--- config.mk ---
export PLATFORM = sky130hd
export DESIGN_NAME = dsky_keyboard_entry_unit_flat
export DESIGN_NICKNAME = d
export VERILOG_FILES = /design/src/hw/rtl/dske_pkg.sv /design/src/hw/rtl/dske_if.sv /design/src/hw/rtl/dsky_keyboard_entry_unit.sv /design/src/flat_wrapper.sv
export VERILOG_INCLUDE_DIRS = /design/src /design/src/hw/rtl
export SDC_FILE = /design/constraint.sdc
export NUM_CORES = 1
export LEC_CHECK = 0
export CORE_MARGIN = 8
export CORE_UTILIZATION = 54
export CTS_BUF_LIST = sky130_fd_sc_hd__clkbuf_4
export DETAILED_ROUTE_END_ITERATION = 8
export DONT_BUFFER_PORTS = 1
export GPL_TIMING_DRIVEN = 0
export PLACE_DENSITY = 0.78
export SLEW_MARGIN = 20
export SYNTH_ARGS = -nofsm -noshare
export SYNTH_HDL_FRONTEND = slang
export SYNTH_SLANG_ARGS = --single-unit
--- constraint.sdc ---
create_clock -name clk_i -period 4.85 [get_ports clk_i]
set_input_delay 0.97 -clock clk_i [delete_from_list [all_inputs] [get_ports clk_i]]
set_output_delay 0.97 -clock clk_i [all_outputs]
set_load 0.02 [all_outputs]
--- src/hw/rtl/dsky_keyboard_entry_unit_macros.svh ---
// assertion helpers for the keyboard entry unit
// every check samples on the rising clock edge and is idle in reset
`ifndef DSKY_KEYBOARD_ENTRY_UNIT_MACROS_SVH
`define DSKY_KEYBOARD_ENTRY_UNIT_MACROS_SVH

// property must hold at every clock edge out of reset
`define DSKE_ASSERT(lbl, prop, msg) \
  lbl: assert property (@(posedge clk_i) disable iff (!rst_ni) (prop)) else $error(msg);

// condition must never be seen at a clock edge out of reset
`define DSKE_ASSERT_NEVER(lbl, cond, msg) \
  lbl: assert property (@(posedge clk_i) disable iff (!rst_ni) !(cond)) else $error(msg);

`endif

--- src/hw/rtl/dske_pkg.sv ---
// ----------------------------------------------------------------------------
// dske_pkg
// Key codes, event codes and verb numbers of the keyboard entry unit.
// ----------------------------------------------------------------------------
`timescale 1ns / 1ps
`default_nettype none

package dske_pkg;

  // keyboard codes
  localparam logic [4:0] KEY_ZERO   = 5'd16;
  localparam logic [4:0] KEY_VERB   = 5'd17;
  localparam logic [4:0] KEY_RSET   = 5'd18;
  localparam logic [4:0] KEY_REL    = 5'd25;
  localparam logic [4:0] KEY_PLUS   = 5'd26;
  localparam logic [4:0] KEY_MINUS  = 5'd27;
  localparam logic [4:0] KEY_ENTER  = 5'd28;
  localparam logic [4:0] KEY_CLR    = 5'd30;
  localparam logic [4:0] KEY_NOUN   = 5'd31;
  localparam logic [4:0] KEY_DIG_LO = 5'd1;
  localparam logic [4:0] KEY_DIG_HI = 5'd9;

  // verbs with their own enter action
  localparam logic [6:0] VERB_01 = 7'd1;
  localparam logic [6:0] VERB_11 = 7'd11;
  localparam logic [6:0] VERB_21 = 7'd21;
  localparam logic [6:0] VERB_22 = 7'd22;
  localparam logic [6:0] VERB_23 = 7'd23;
  localparam logic [6:0] VERB_24 = 7'd24;
  localparam logic [6:0] VERB_25 = 7'd25;
  localparam logic [6:0] VERB_33 = 7'd33;
  localparam logic [6:0] VERB_34 = 7'd34;
  localparam logic [6:0] VERB_37 = 7'd37;

  // noun that arms the load verbs, program that sends PRO to standby
  localparam logic [6:0] NOUN_02    = 7'd2;
  localparam logic [6:0] PROG_STBY  = 7'd6;

  // highest octal digit
  localparam logic [3:0] OCT_MAX = 4'd7;

  // entry lengths
  localparam logic [2:0] TWO_DIGITS  = 3'd2;
  localparam logic [2:0] FIVE_DIGITS = 3'd5;

  // data register slots, zero means no data entry
  localparam logic [1:0] SLOT_NONE = 2'd0;
  localparam logic [1:0] SLOT_R1   = 2'd1;
  localparam logic [1:0] SLOT_R2   = 2'd2;
  localparam logic [1:0] SLOT_R3   = 2'd3;

  // event reported with each result
  typedef enum logic [2:0] {
    EVT_NONE      = 3'd0,
    EVT_VERB_NOUN = 3'd1,
    EVT_PRO       = 3'd2,
    EVT_PROCEED   = 3'd3,
    EVT_TERMINATE = 3'd4,
    EVT_RESET     = 3'd5,
    EVT_STARTUP   = 3'd6,
    EVT_STANDBY   = 3'd7
  } evt_code_e;

endpackage

`default_nettype wire

--- src/hw/rtl/dske_if.sv ---
// ----------------------------------------------------------------------------
// dske channel interfaces
// Valid/ready channels for key events in and results out.
// ----------------------------------------------------------------------------
`timescale 1ns / 1ps
`default_nettype none

interface dske_in_if;
  logic       valid;
  logic       ready;
  logic       command;
  logic [4:0] key_code;
  logic       out_of_reset;
  logic       standby;
  logic [6:0] running_program;

  modport source (output valid, command, key_code, out_of_reset, standby,
                  running_program, input ready);
  modport sink   (input valid, command, key_code, out_of_reset, standby,
                  running_program, output ready);
endinterface

interface dske_out_if;
  logic               valid;
  logic               ready;
  logic [2:0]         event_res;
  logic               also_verb_noun;
  logic [6:0]         verb_value;
  logic [6:0]         noun_value;
  logic signed [17:0] reg_one;
  logic signed [17:0] reg_two;
  logic signed [17:0] reg_three;
  logic               operator_error;
  logic               keyboard_busy;
  logic               verb_noun_flash;

  modport source (output valid, event_res, also_verb_noun, verb_value, noun_value,
                  reg_one, reg_two, reg_three, operator_error, keyboard_busy,
                  verb_noun_flash, input ready);
  modport sink   (input valid, event_res, also_verb_noun, verb_value, noun_value,
                  reg_one, reg_two, reg_three, operator_error, keyboard_busy,
                  verb_noun_flash, output ready);
endinterface

`default_nettype wire

--- src/hw/rtl/dsky_keyboard_entry_unit.sv ---
// ----------------------------------------------------------------------------
// dsky_keyboard_entry_unit
// Keyboard entry sequencer: verb, noun and data register entry per key event.
// ----------------------------------------------------------------------------
// Each key event passes an input register, combinational step logic and a
// result register, which holds the result until it is taken, and a new
// event is taken every cycle while the result side keeps up. The rate is
// set by the step logic that updates the entry state; the result register
// lets the next event in while a result waits. Every event gives exactly
// one result carrying an event code and the registers after the event. An
// operator error stays latched until RSET.
`timescale 1ns / 1ps
`default_nettype none

`include "dsky_keyboard_entry_unit_macros.svh"

module dsky_keyboard_entry_unit (
  input  wire logic clk_i,
  input  wire logic rst_ni,
  dske_in_if.sink   key_i,
  dske_out_if.source res_o
);

  // input stage
  logic       in_v_q;
  logic       cmd_q;
  logic [4:0] code_q;
  logic       live_q;
  logic       stby_q;
  logic [6:0] prog_q;

  // result stage
  logic                 out_v_q;
  dske_pkg::evt_code_e  evt_q;
  logic                 also_q;
  logic [6:0]           verb_out_q;
  logic [6:0]           noun_out_q;
  logic [17:0]          r1_out_q, r2_out_q, r3_out_q;
  logic                 err_out_q, busy_out_q, flash_out_q;

  // entry state
  logic [6:0]  verb_q, verb_d;
  logic [6:0]  noun_q, noun_d;
  logic [17:0] data_q [3];
  logic [17:0] data_d [3];
  logic        ent_verb_q, ent_verb_d;
  logic        ent_noun_q, ent_noun_d;
  logic [1:0]  target_q, target_d;
  logic [1:0]  last_q, last_d;
  logic [2:0]  pos_q, pos_d;
  logic [17:0] val_q, val_d;
  logic        octal_q, octal_d;
  logic        positive_q, positive_d;
  logic        busy_q, busy_d;
  logic        err_q, err_d;
  logic        flash_q, flash_d;

  // step results
  dske_pkg::evt_code_e evt_d;
  logic                also_d;

  logic       adv;
  logic       is_digit;
  logic [3:0] dval;
  logic [2:0] next_slot;

  // handshake
  assign adv         = in_v_q && (!out_v_q || res_o.ready);
  assign key_i.ready = !in_v_q || adv;

  // input register
  always_ff @(posedge clk_i or negedge rst_ni) begin
    if (!rst_ni) begin
      in_v_q <= 1'b0;
    end else if (key_i.ready) begin
      in_v_q <= key_i.valid;
    end
  end

  always_ff @(posedge clk_i) begin
    if (key_i.valid && key_i.ready) begin
      cmd_q  <= key_i.command;
      code_q <= key_i.key_code;
      live_q <= key_i.out_of_reset;
      stby_q <= key_i.standby;
      prog_q <= key_i.running_program;
    end
  end

  // digit decode
  assign is_digit = (code_q >= dske_pkg::KEY_DIG_LO && code_q <= dske_pkg::KEY_DIG_HI) ||
                    (code_q == dske_pkg::KEY_ZERO);
  assign dval     = (code_q == dske_pkg::KEY_ZERO) ? 4'd0 : code_q[3:0];
  assign next_slot = {1'b0, target_q} + 3'd1;

  // step logic for one key event
  always_comb begin
    verb_d     = verb_q;
    noun_d     = noun_q;
    data_d     = data_q;
    ent_verb_d = ent_verb_q;
    ent_noun_d = ent_noun_q;
    target_d   = target_q;
    last_d     = last_q;
    pos_d      = pos_q;
    val_d      = val_q;
    octal_d    = octal_q;
    positive_d = positive_q;
    busy_d     = busy_q;
    err_d      = err_q;
    flash_d    = flash_q;
    evt_d      = dske_pkg::EVT_NONE;
    also_d     = 1'b0;

    if (live_q) begin
      if (cmd_q) begin
        // pro key
        priority if (stby_q) begin
          evt_d = dske_pkg::EVT_STARTUP;
        end else if (prog_q == dske_pkg::PROG_STBY) begin
          evt_d = dske_pkg::EVT_STANDBY;
        end else begin
          also_d = (verb_q == dske_pkg::VERB_01) || (verb_q == dske_pkg::VERB_11) ||
                   (verb_q == dske_pkg::VERB_21);
          evt_d  = dske_pkg::EVT_PRO;
          if (noun_q == dske_pkg::NOUN_02) begin
            priority if (verb_q == dske_pkg::VERB_01) begin
              target_d = dske_pkg::SLOT_R1;
              last_d   = dske_pkg::SLOT_R1;
              pos_d    = 3'd0;
            end else if (verb_q == dske_pkg::VERB_11) begin
              flash_d = 1'b0;
            end else if (verb_q == dske_pkg::VERB_21) begin
              target_d = dske_pkg::SLOT_R1;
              last_d   = dske_pkg::SLOT_R2;
              pos_d    = 3'd0;
            end else begin
              flash_d = flash_q;
            end
          end
        end
      end else if (!stby_q) begin
        if (is_digit) begin
          // digit keys
          priority if (octal_q && dval > dske_pkg::OCT_MAX) begin
            err_d = 1'b1;
          end else if (ent_verb_q || ent_noun_q) begin
            if (pos_q >= dske_pkg::TWO_DIGITS) begin
              err_d = 1'b1;
            end else begin
              val_d = (pos_q == 3'd0) ? (18'({dval, 3'b000}) + 18'({dval, 1'b0}))
                                      : (val_q + 18'(dval));
              pos_d = pos_q + 3'd1;
            end
          end else if (target_q != dske_pkg::SLOT_NONE) begin
            // bare first digit starts octal entry
            if (pos_q == 3'd0) begin
              pos_d      = 3'd1;
              val_d      = 18'd0;
              octal_d    = 1'b1;
              positive_d = 1'b1;
            end
            if (octal_d && dval > dske_pkg::OCT_MAX) begin
              err_d = 1'b1;
            end else begin
              val_d = octal_d ? ({val_d[14:0], 3'b000} + 18'(dval))
                              : ({val_d[14:0], 3'b000} + {val_d[16:0], 1'b0} + 18'(dval));
              pos_d = pos_d + 3'd1;
              // fifth digit stores the value and moves to the next register
              if (pos_d > dske_pkg::FIVE_DIGITS) begin
                if (!positive_d) begin
                  val_d = ~val_d + 18'd1;
                end
                data_d[target_q - 2'd1] = val_d;
                busy_d   = 1'b0;
                pos_d    = 3'd0;
                target_d = (next_slot > {1'b0, last_q} || next_slot > {1'b0, dske_pkg::SLOT_R3})
                           ? dske_pkg::SLOT_NONE : next_slot[1:0];
              end
            end
          end else begin
            err_d = 1'b1;
          end
        end else begin
          unique case (code_q)
            dske_pkg::KEY_VERB: begin
              if (ent_noun_q) begin
                err_d = 1'b1;
              end else begin
                flash_d    = 1'b0;
                pos_d      = 3'd0;
                val_d      = 18'd0;
                busy_d     = 1'b1;
                ent_verb_d = 1'b1;
              end
            end
            dske_pkg::KEY_RSET: begin
              err_d = 1'b0;
              evt_d = dske_pkg::EVT_RESET;
            end
            dske_pkg::KEY_REL: begin
              busy_d = 1'b0;
            end
            dske_pkg::KEY_PLUS, dske_pkg::KEY_MINUS: begin
              // signed decimal entry
              if (target_q != dske_pkg::SLOT_NONE && pos_q == 3'd0) begin
                positive_d = (code_q == dske_pkg::KEY_PLUS);
                pos_d      = 3'd1;
                val_d      = 18'd0;
                octal_d    = 1'b0;
              end else begin
                err_d = 1'b1;
              end
            end
            dske_pkg::KEY_ENTER: begin
              if (ent_verb_q) begin
                if (pos_q != dske_pkg::TWO_DIGITS) begin
                  err_d = 1'b1;
                end else begin
                  verb_d     = val_q[6:0];
                  ent_verb_d = 1'b0;
                  busy_d     = 1'b0;
                  flash_d    = 1'b0;
                  unique case (val_q[6:0])
                    dske_pkg::VERB_01, dske_pkg::VERB_11: begin
                      if (noun_q != dske_pkg::NOUN_02) begin
                        err_d = 1'b1;
                      end else begin
                        flash_d  = 1'b1;
                        target_d = dske_pkg::SLOT_R1;
                        last_d   = dske_pkg::SLOT_R1;
                        pos_d    = 3'd0;
                      end
                    end
                    dske_pkg::VERB_21: begin
                      flash_d  = (noun_q == dske_pkg::NOUN_02);
                      target_d = dske_pkg::SLOT_R1;
                      last_d   = (noun_q == dske_pkg::NOUN_02) ? dske_pkg::SLOT_R2
                                                               : dske_pkg::SLOT_R1;
                      pos_d    = 3'd0;
                    end
                    dske_pkg::VERB_22: begin
                      target_d = dske_pkg::SLOT_R2;
                      last_d   = dske_pkg::SLOT_R2;
                      pos_d    = 3'd0;
                    end
                    dske_pkg::VERB_23: begin
                      target_d = dske_pkg::SLOT_R3;
                      last_d   = dske_pkg::SLOT_R3;
                      pos_d    = 3'd0;
                    end
                    dske_pkg::VERB_24: begin
                      target_d = dske_pkg::SLOT_R1;
                      last_d   = dske_pkg::SLOT_R2;
                      pos_d    = 3'd0;
                    end
                    dske_pkg::VERB_25: begin
                      target_d = dske_pkg::SLOT_R1;
                      last_d   = dske_pkg::SLOT_R3;
                      pos_d    = 3'd0;
                    end
                    dske_pkg::VERB_33: evt_d = dske_pkg::EVT_PROCEED;
                    dske_pkg::VERB_34: evt_d = dske_pkg::EVT_TERMINATE;
                    dske_pkg::VERB_37: begin
                      pos_d      = 3'd0;
                      val_d      = 18'd0;
                      busy_d     = 1'b1;
                      ent_noun_d = 1'b1;
                    end
                    default: evt_d = dske_pkg::EVT_VERB_NOUN;
                  endcase
                end
              end else if (ent_noun_q) begin
                if (pos_q != dske_pkg::TWO_DIGITS) begin
                  err_d = 1'b1;
                end else begin
                  noun_d     = val_q[6:0];
                  ent_noun_d = 1'b0;
                  busy_d     = 1'b0;
                  evt_d      = dske_pkg::EVT_VERB_NOUN;
                end
              end
            end
            dske_pkg::KEY_CLR: begin
              if (target_q != dske_pkg::SLOT_NONE) begin
                pos_d = 3'd0;
              end else begin
                err_d = 1'b1;
              end
            end
            dske_pkg::KEY_NOUN: begin
              if (ent_verb_q && pos_q != dske_pkg::TWO_DIGITS) begin
                err_d = 1'b1;
              end else begin
                if (ent_verb_q) begin
                  verb_d     = val_q[6:0];
                  ent_verb_d = 1'b0;
                end
                pos_d      = 3'd0;
                val_d      = 18'd0;
                busy_d     = 1'b1;
                ent_noun_d = 1'b1;
              end
            end
            default: evt_d = dske_pkg::EVT_NONE;
          endcase
        end
      end
    end
  end

  // entry state update on each transfer into the result stage
  always_ff @(posedge clk_i or negedge rst_ni) begin
    if (!rst_ni) begin
      verb_q     <= 7'd0;
      noun_q     <= 7'd0;
      data_q[0]  <= 18'd0;
      data_q[1]  <= 18'd0;
      data_q[2]  <= 18'd0;
      ent_verb_q <= 1'b0;
      ent_noun_q <= 1'b0;
      target_q   <= dske_pkg::SLOT_NONE;
      last_q     <= dske_pkg::SLOT_NONE;
      pos_q      <= 3'd0;
      val_q      <= 18'd0;
      octal_q    <= 1'b0;
      positive_q <= 1'b1;
      busy_q     <= 1'b0;
      err_q      <= 1'b0;
      flash_q    <= 1'b0;
    end else if (adv) begin
      verb_q     <= verb_d;
      noun_q     <= noun_d;
      data_q     <= data_d;
      ent_verb_q <= ent_verb_d;
      ent_noun_q <= ent_noun_d;
      target_q   <= target_d;
      last_q     <= last_d;
      pos_q      <= pos_d;
      val_q      <= val_d;
      octal_q    <= octal_d;
      positive_q <= positive_d;
      busy_q     <= busy_d;
      err_q      <= err_d;
      flash_q    <= flash_d;
    end
  end

  // result register
  always_ff @(posedge clk_i or negedge rst_ni) begin
    if (!rst_ni) begin
      out_v_q <= 1'b0;
    end else if (adv) begin
      out_v_q <= 1'b1;
    end else if (res_o.ready) begin
      out_v_q <= 1'b0;
    end
  end

  always_ff @(posedge clk_i) begin
    if (adv) begin
      evt_q       <= evt_d;
      also_q      <= also_d;
      verb_out_q  <= verb_d;
      noun_out_q  <= noun_d;
      r1_out_q    <= data_d[0];
      r2_out_q    <= data_d[1];
      r3_out_q    <= data_d[2];
      err_out_q   <= err_d;
      busy_out_q  <= busy_d;
      flash_out_q <= flash_d;
    end
  end

  assign res_o.valid           = out_v_q;
  assign res_o.event_res       = evt_q;
  assign res_o.also_verb_noun  = also_q;
  assign res_o.verb_value      = verb_out_q;
  assign res_o.noun_value      = noun_out_q;
  assign res_o.reg_one         = r1_out_q;
  assign res_o.reg_two         = r2_out_q;
  assign res_o.reg_three       = r3_out_q;
  assign res_o.operator_error  = err_out_q;
  assign res_o.keyboard_busy   = busy_out_q;
  assign res_o.verb_noun_flash = flash_out_q;

  // checks
  `DSKE_ASSERT_NEVER(a_one_two_digit_entry, ent_verb_q && ent_noun_q,
                     "verb and noun entry active together")
  `DSKE_ASSERT_NEVER(a_digit_pos_range, pos_q > dske_pkg::FIVE_DIGITS,
                     "digit position beyond five")
  `DSKE_ASSERT(a_rset_clears_error,
               adv && live_q && !cmd_q && !stby_q && code_q == dske_pkg::KEY_RSET |=> !err_q,
               "operator error not cleared by RSET")
  `DSKE_ASSERT(a_result_from_input, $rose(out_v_q) |-> $past(in_v_q),
               "result shown without an event in the input stage")
  `DSKE_ASSERT(a_state_holds_on_stall,
               in_v_q && !adv |=> $stable(verb_q) && $stable(noun_q) && $stable(err_q),
               "entry state changed while the result stage stalled")

endmodule

`default_nettype wire
--- src/flat_wrapper.sv ---
// flat-port wrapper written by rule: the top's interface ports become plain ports
module dsky_keyboard_entry_unit_flat 
  (clk_i, rst_ni, key_i_valid, key_i_command, key_i_key_code, key_i_out_of_reset, key_i_standby, key_i_running_program, key_i_ready, res_o_valid, res_o_event_res, res_o_also_verb_noun, res_o_verb_value, res_o_noun_value, res_o_reg_one, res_o_reg_two, res_o_reg_three, res_o_operator_error, res_o_keyboard_busy, res_o_verb_noun_flash, res_o_ready);
  dske_in_if key_i_i ();
  dske_out_if res_o_i ();
  input  wire logic clk_i;
  input  wire logic rst_ni;
  input wire logic [$bits(key_i_i.valid)-1:0] key_i_valid;
  input wire logic [$bits(key_i_i.command)-1:0] key_i_command;
  input wire logic [$bits(key_i_i.key_code)-1:0] key_i_key_code;
  input wire logic [$bits(key_i_i.out_of_reset)-1:0] key_i_out_of_reset;
  input wire logic [$bits(key_i_i.standby)-1:0] key_i_standby;
  input wire logic [$bits(key_i_i.running_program)-1:0] key_i_running_program;
  output wire logic [$bits(key_i_i.ready)-1:0] key_i_ready;
  output wire logic [$bits(res_o_i.valid)-1:0] res_o_valid;
  output wire logic [$bits(res_o_i.event_res)-1:0] res_o_event_res;
  output wire logic [$bits(res_o_i.also_verb_noun)-1:0] res_o_also_verb_noun;
  output wire logic [$bits(res_o_i.verb_value)-1:0] res_o_verb_value;
  output wire logic [$bits(res_o_i.noun_value)-1:0] res_o_noun_value;
  output wire logic [$bits(res_o_i.reg_one)-1:0] res_o_reg_one;
  output wire logic [$bits(res_o_i.reg_two)-1:0] res_o_reg_two;
  output wire logic [$bits(res_o_i.reg_three)-1:0] res_o_reg_three;
  output wire logic [$bits(res_o_i.operator_error)-1:0] res_o_operator_error;
  output wire logic [$bits(res_o_i.keyboard_busy)-1:0] res_o_keyboard_busy;
  output wire logic [$bits(res_o_i.verb_noun_flash)-1:0] res_o_verb_noun_flash;
  input wire logic [$bits(res_o_i.ready)-1:0] res_o_ready;
  assign key_i_i.valid = key_i_valid;
  assign key_i_i.command = key_i_command;
  assign key_i_i.key_code = key_i_key_code;
  assign key_i_i.out_of_reset = key_i_out_of_reset;
  assign key_i_i.standby = key_i_standby;
  assign key_i_i.running_program = key_i_running_program;
  assign key_i_ready = key_i_i.ready;
  assign res_o_valid = res_o_i.valid;
  assign res_o_event_res = res_o_i.event_res;
  assign res_o_also_verb_noun = res_o_i.also_verb_noun;
  assign res_o_verb_value = res_o_i.verb_value;
  assign res_o_noun_value = res_o_i.noun_value;
  assign res_o_reg_one = res_o_i.reg_one;
  assign res_o_reg_two = res_o_i.reg_two;
  assign res_o_reg_three = res_o_i.reg_three;
  assign res_o_operator_error = res_o_i.operator_error;
  assign res_o_keyboard_busy = res_o_i.keyboard_busy;
  assign res_o_verb_noun_flash = res_o_i.verb_noun_flash;
  assign res_o_i.ready = res_o_ready;
  dsky_keyboard_entry_unit u_core (.clk_i(clk_i), .rst_ni(rst_ni), .key_i(key_i_i), .res_o(res_o_i));
endmodule
==> impl_results.md <==
* Lkg Pwr at 5.29 nW
* Weighted congestion reported at the end of routability-driven placement at 0.953
* Data required, critical path at 5.17 ns
* Fin. max-slew vios at 0
* Number of max-capacitance violations reported at 0
* Number of remaining DRC errors at 0
* Via-per-instance ratio at 6.21
* Clock latency reported for the late side of the worst-skew pair at 0.61 ns
* Post-detailed-placement half-perimeter wirelength at 23.4 mm
* Most common library cells after synthesis: nand2_1, o21ai_0, dfrtp_1
* Starting Density at 55.2%
* Average instance area after synthesis at 9.26 µm²
* Tot GR Track Use at 24.2%
* Unique cell type count in the Yosys netlist at 86
* Total Die Area at 26500 µm²
* CTS tree: done
* Core area at 21100 µm²
* Placement Cell Area at 12000 µm²
* Final ANT Viol Nets at 0
* Number of detailed-routing iterations run before antenna repair at 5
* Cell-internal power at 2.39 mW
* Buffer cell driving the clock tree root: clkbuf_4
* Data arrival time of the critical path at 5.10 ns
* # rows at 53
* Critical Path Start Type: flip-flop
* Hold violation total from the final report at 0
* Total number of vias at 9888
* Register-to-Register Setup Slack at 0.07 ns
* H-Tree Level Count at 4
* Clock transition at the register clock pins on the worst setup and hold paths after CTS at 0.21 ns
* Final design utilization at 61.4%
* Synthesized netlist cell count at 1257
* Max clock buf depth at 2
* Area overhead of the layout relative to synthesis at 11.2%
* Number of enable flip-flop cells after synthesis at 90
* Fraction of synthesized cell area in xor and xnor cells at 4.20%
* Portion of total power attributed to sequential cells at 51.0%
* Sequential-to-total area share from yosys stat at 44.9%
* Slew HR at 34.3%
* Cell area after layout at 12900 µm²
* Final setup fails at 0
* Combinational family with the most area after synthesis: simple AND/OR/NAND/NOR gates
* Final critical-path share of the clock period at 98.5%
* Largest net degree at the start of global routing at 96
* Fraction of the mapped netlist area in adder cells at 5.74%
* Worst hold path class: input port to asynchronous set/reset pin
* NetSw at 1.35 mW
* Detailed-route wire length per cell at 20.6 µm
* Most common cell in the synthesized netlist: nand2_1
* X dimension of the die at 163 µm
* First-pass GRT wire length at 50.8 mm
* Violation count after the first detailed-routing iteration at 905
* Final net count at 1372
* Number of global-route vias before repair at 9377
* Least-Margin Pin Slew at 0.975 ns
* Fill count at 1785
* Count of clock tree sinks at 191
* Clock share of power at 26.2%
* Highest achievable clock rate at 209 MHz
* Basic-gate share of the synthesized area counting and, or, nand and nor cells at 21.1%
* Synth area leader: edfxtp_1
* Proportion of synthesized area in mux cells at 3.73%
* Total detailed-routing wirelength at 32.9 mm
* Vert. Die Dim at 163 µm
* Syn Nets at 1326
* CP max FO at 19
* Cell Area, Synth at 11600 µm²
* Switching fraction of total power at 36.1%
* Kind of capture point of the worst setup path: flip-flop
* Max VDD drop at 0.000198 V
* Fin crit period at 4.78 ns
* Cts bufs inserted at 17
* Number of I/O pins at 96
* Total of warnings raised by yosys at 0
* Post-synth top area share at 23.2%
* Leading cell types by total area after synthesis: edfxtp_1, dfrtp_1, nand2_1, o21ai_0, ha_1
* Result of the run: finished clean
* Minimum hold slack at 0.0461 ns
* Fin Clk Skew at 0.0426 ns
* Fraction of layout cells with a size suffix above 1 at 14.4%
* Seq cells post-synth at 191
* Antenna violations before repair at 2
* Total power divided by cell area at 289 nW/µm²
* Total congestion overflow at 0
* Buffers on Ports at 0
* Gate power share at 22.8%
* Top_reg_cell synth: dfrtp_1
* CP Class: flip-flop to flip-flop
* FFs w/ async S/R, synth at 52.9%
* Area fraction in compound gates after synthesis at 16.6%
* RSZ-0062 raised after global routing: true
## area by class of cell
type | instances | area (µm²) | share of cell area (%)
antenna | 1 | 2.50 | 0.0193
clock inverter | 15 | 215 | 1.66
sequential | 191 | 5230 | 40.4
inverter | 21 | 80.1 | 0.618
buffer | 82 | 409 | 3.16
tap | 275 | 344 | 2.66
multi-input combinational | 960 | 6290 | 48.6
timing repair buffer | 30 | 244 | 1.88
clock buffer | 17 | 128 | 0.986
## layout by cell type (no fill, tap or decap), types with 9 or more instances in the layout
cell,netlist,final
nand2_1,220,219
o21ai_0,130,129
dfrtp_1,100,99
edfxtp_1,90,90
nor2_1,89,86
a21oi_1,61,60
clkbuf_1,59,53
ha_1,47,42
mux2_2,35,35
buf_4,2,30
nand3_1,31,30
xnor2_1,34,29
and3_1,21,20
nand4_1,20,20
nor3_1,21,19
inv_1,18,18
xor2_1,20,18
clkbuf_4,0,18
and2_1,22,17
nand2b_1,14,14
a21o_1,13,13
o21ai_1,16,13
o211ai_1,12,12
buf_2,14,11
a31oi_1,11,11
nor2b_1,9,9
## what timing repair did
action,in CTS,in global routing
setup buffers,17,11
resized for setup,54,25
endpoints found under the hold margin,7,0
hold buffers,1,0
pin swaps,13,13
endpoints found under the setup margin,127,50
## final timing paths
check / start / end / cells after the start
max: u_core.pos_q[0] / u_core.res_o.reg_one[10] / 18
min: rst_ni / u_core.val_q[13] / 0
max reg2reg: u_core.pos_q[0] / u_core.res_o.reg_one[10] / 18
min reg2reg: u_core.data_q[36] / u_core.data_q[36] / 2
max in group asynchronous: rst_ni / u_core.pos_q[1] / 1
min in group clk_i: key_i_key_code[3] / u_core.code_q[3] / 0
## worst max-delay path, stage by stage (launching register included)
cell	delay, ns
dfrtp_1	0.45
clkinv_2	0.09
ha_2	0.20
nor2b_4	0.18
buf_6	0.12
buf_8	0.18
nor2_4	0.06
ha_1	0.31
ha_1	0.24
fa_2	0.36
a21o_1	0.18
and4_1	0.23
or2_1	0.26
xor2_1	0.18
a22oi_2	0.34
and3_4	0.25
nor2_1	0.07
xnor2_1	0.53
o21ai_0	0.26
## logic make-up (layout without fill, tap and decap cells)
kind of cell             count (synthesis)  in the layout
multiplexers                            39             39
buffers and inverters                  106            165
other                                    0              1
flip-flops                             191            191
XOR/XNOR                                55             55
adder cells (fa/ha/maj)                 52             52
AND/OR/NAND/NOR                        504            504
AO/OA/AOI/OAI                          310            310
## routing by layer
metal / global-route usage [%] / vias up / part of all wire (%)
met5: 0 / - / 0
met4: 9.76 / 0 / 2.9
met3: 5.26 / 76 / 7.7
met2: 38.7 / 439 / 47
met1: 31.6 / 4753 / 42
li1: - / 4620 / -
## power groups by stage
stage | Sequential (mW) | Combinational [mW] | Clock, mW
floorplan | 1.92 | 0.554 | 0
global placement | 1.95 | 0.751 | 0
detailed placement | 1.95 | 0.768 | 0
CTS | 1.91 | 0.829 | 0.992
global route | 1.92 | 0.930 | 1.04
finish | 1.91 | 0.853 | 0.981
## registers in the layout (all words and copies together) (netlist names), 3 cells and up
register	count
u_core.pos_q	3
u_core.code_q	5
u_core.res_o.event_res	3
u_core.res_o.reg_three	18
u_core.res_o.reg_two	18
u_core.res_o.noun_value	7
u_core.res_o.verb_value	7
u_core.noun_q	7
u_core.data_q	54
u_core.res_o.reg_one	18
u_core.prog_q	7
u_core.verb_q	7
u_core.val_q	17
## stage by stage
step	setup WS [ns]	total power, mW	std cells	setup TNS, ns
final	0.0712	3.74	1592	0
after global routing	-0.0430	3.89	1592	-0.334
after CTS	0.000768	3.73	1583	0
after detailed placement	-1.29	2.71	1533	-100.65
after global placement	-1.23	2.70	1532	-171.48
after floorplan	0.00863	2.48	1257	0
Power figures use the tool's default switching activity.
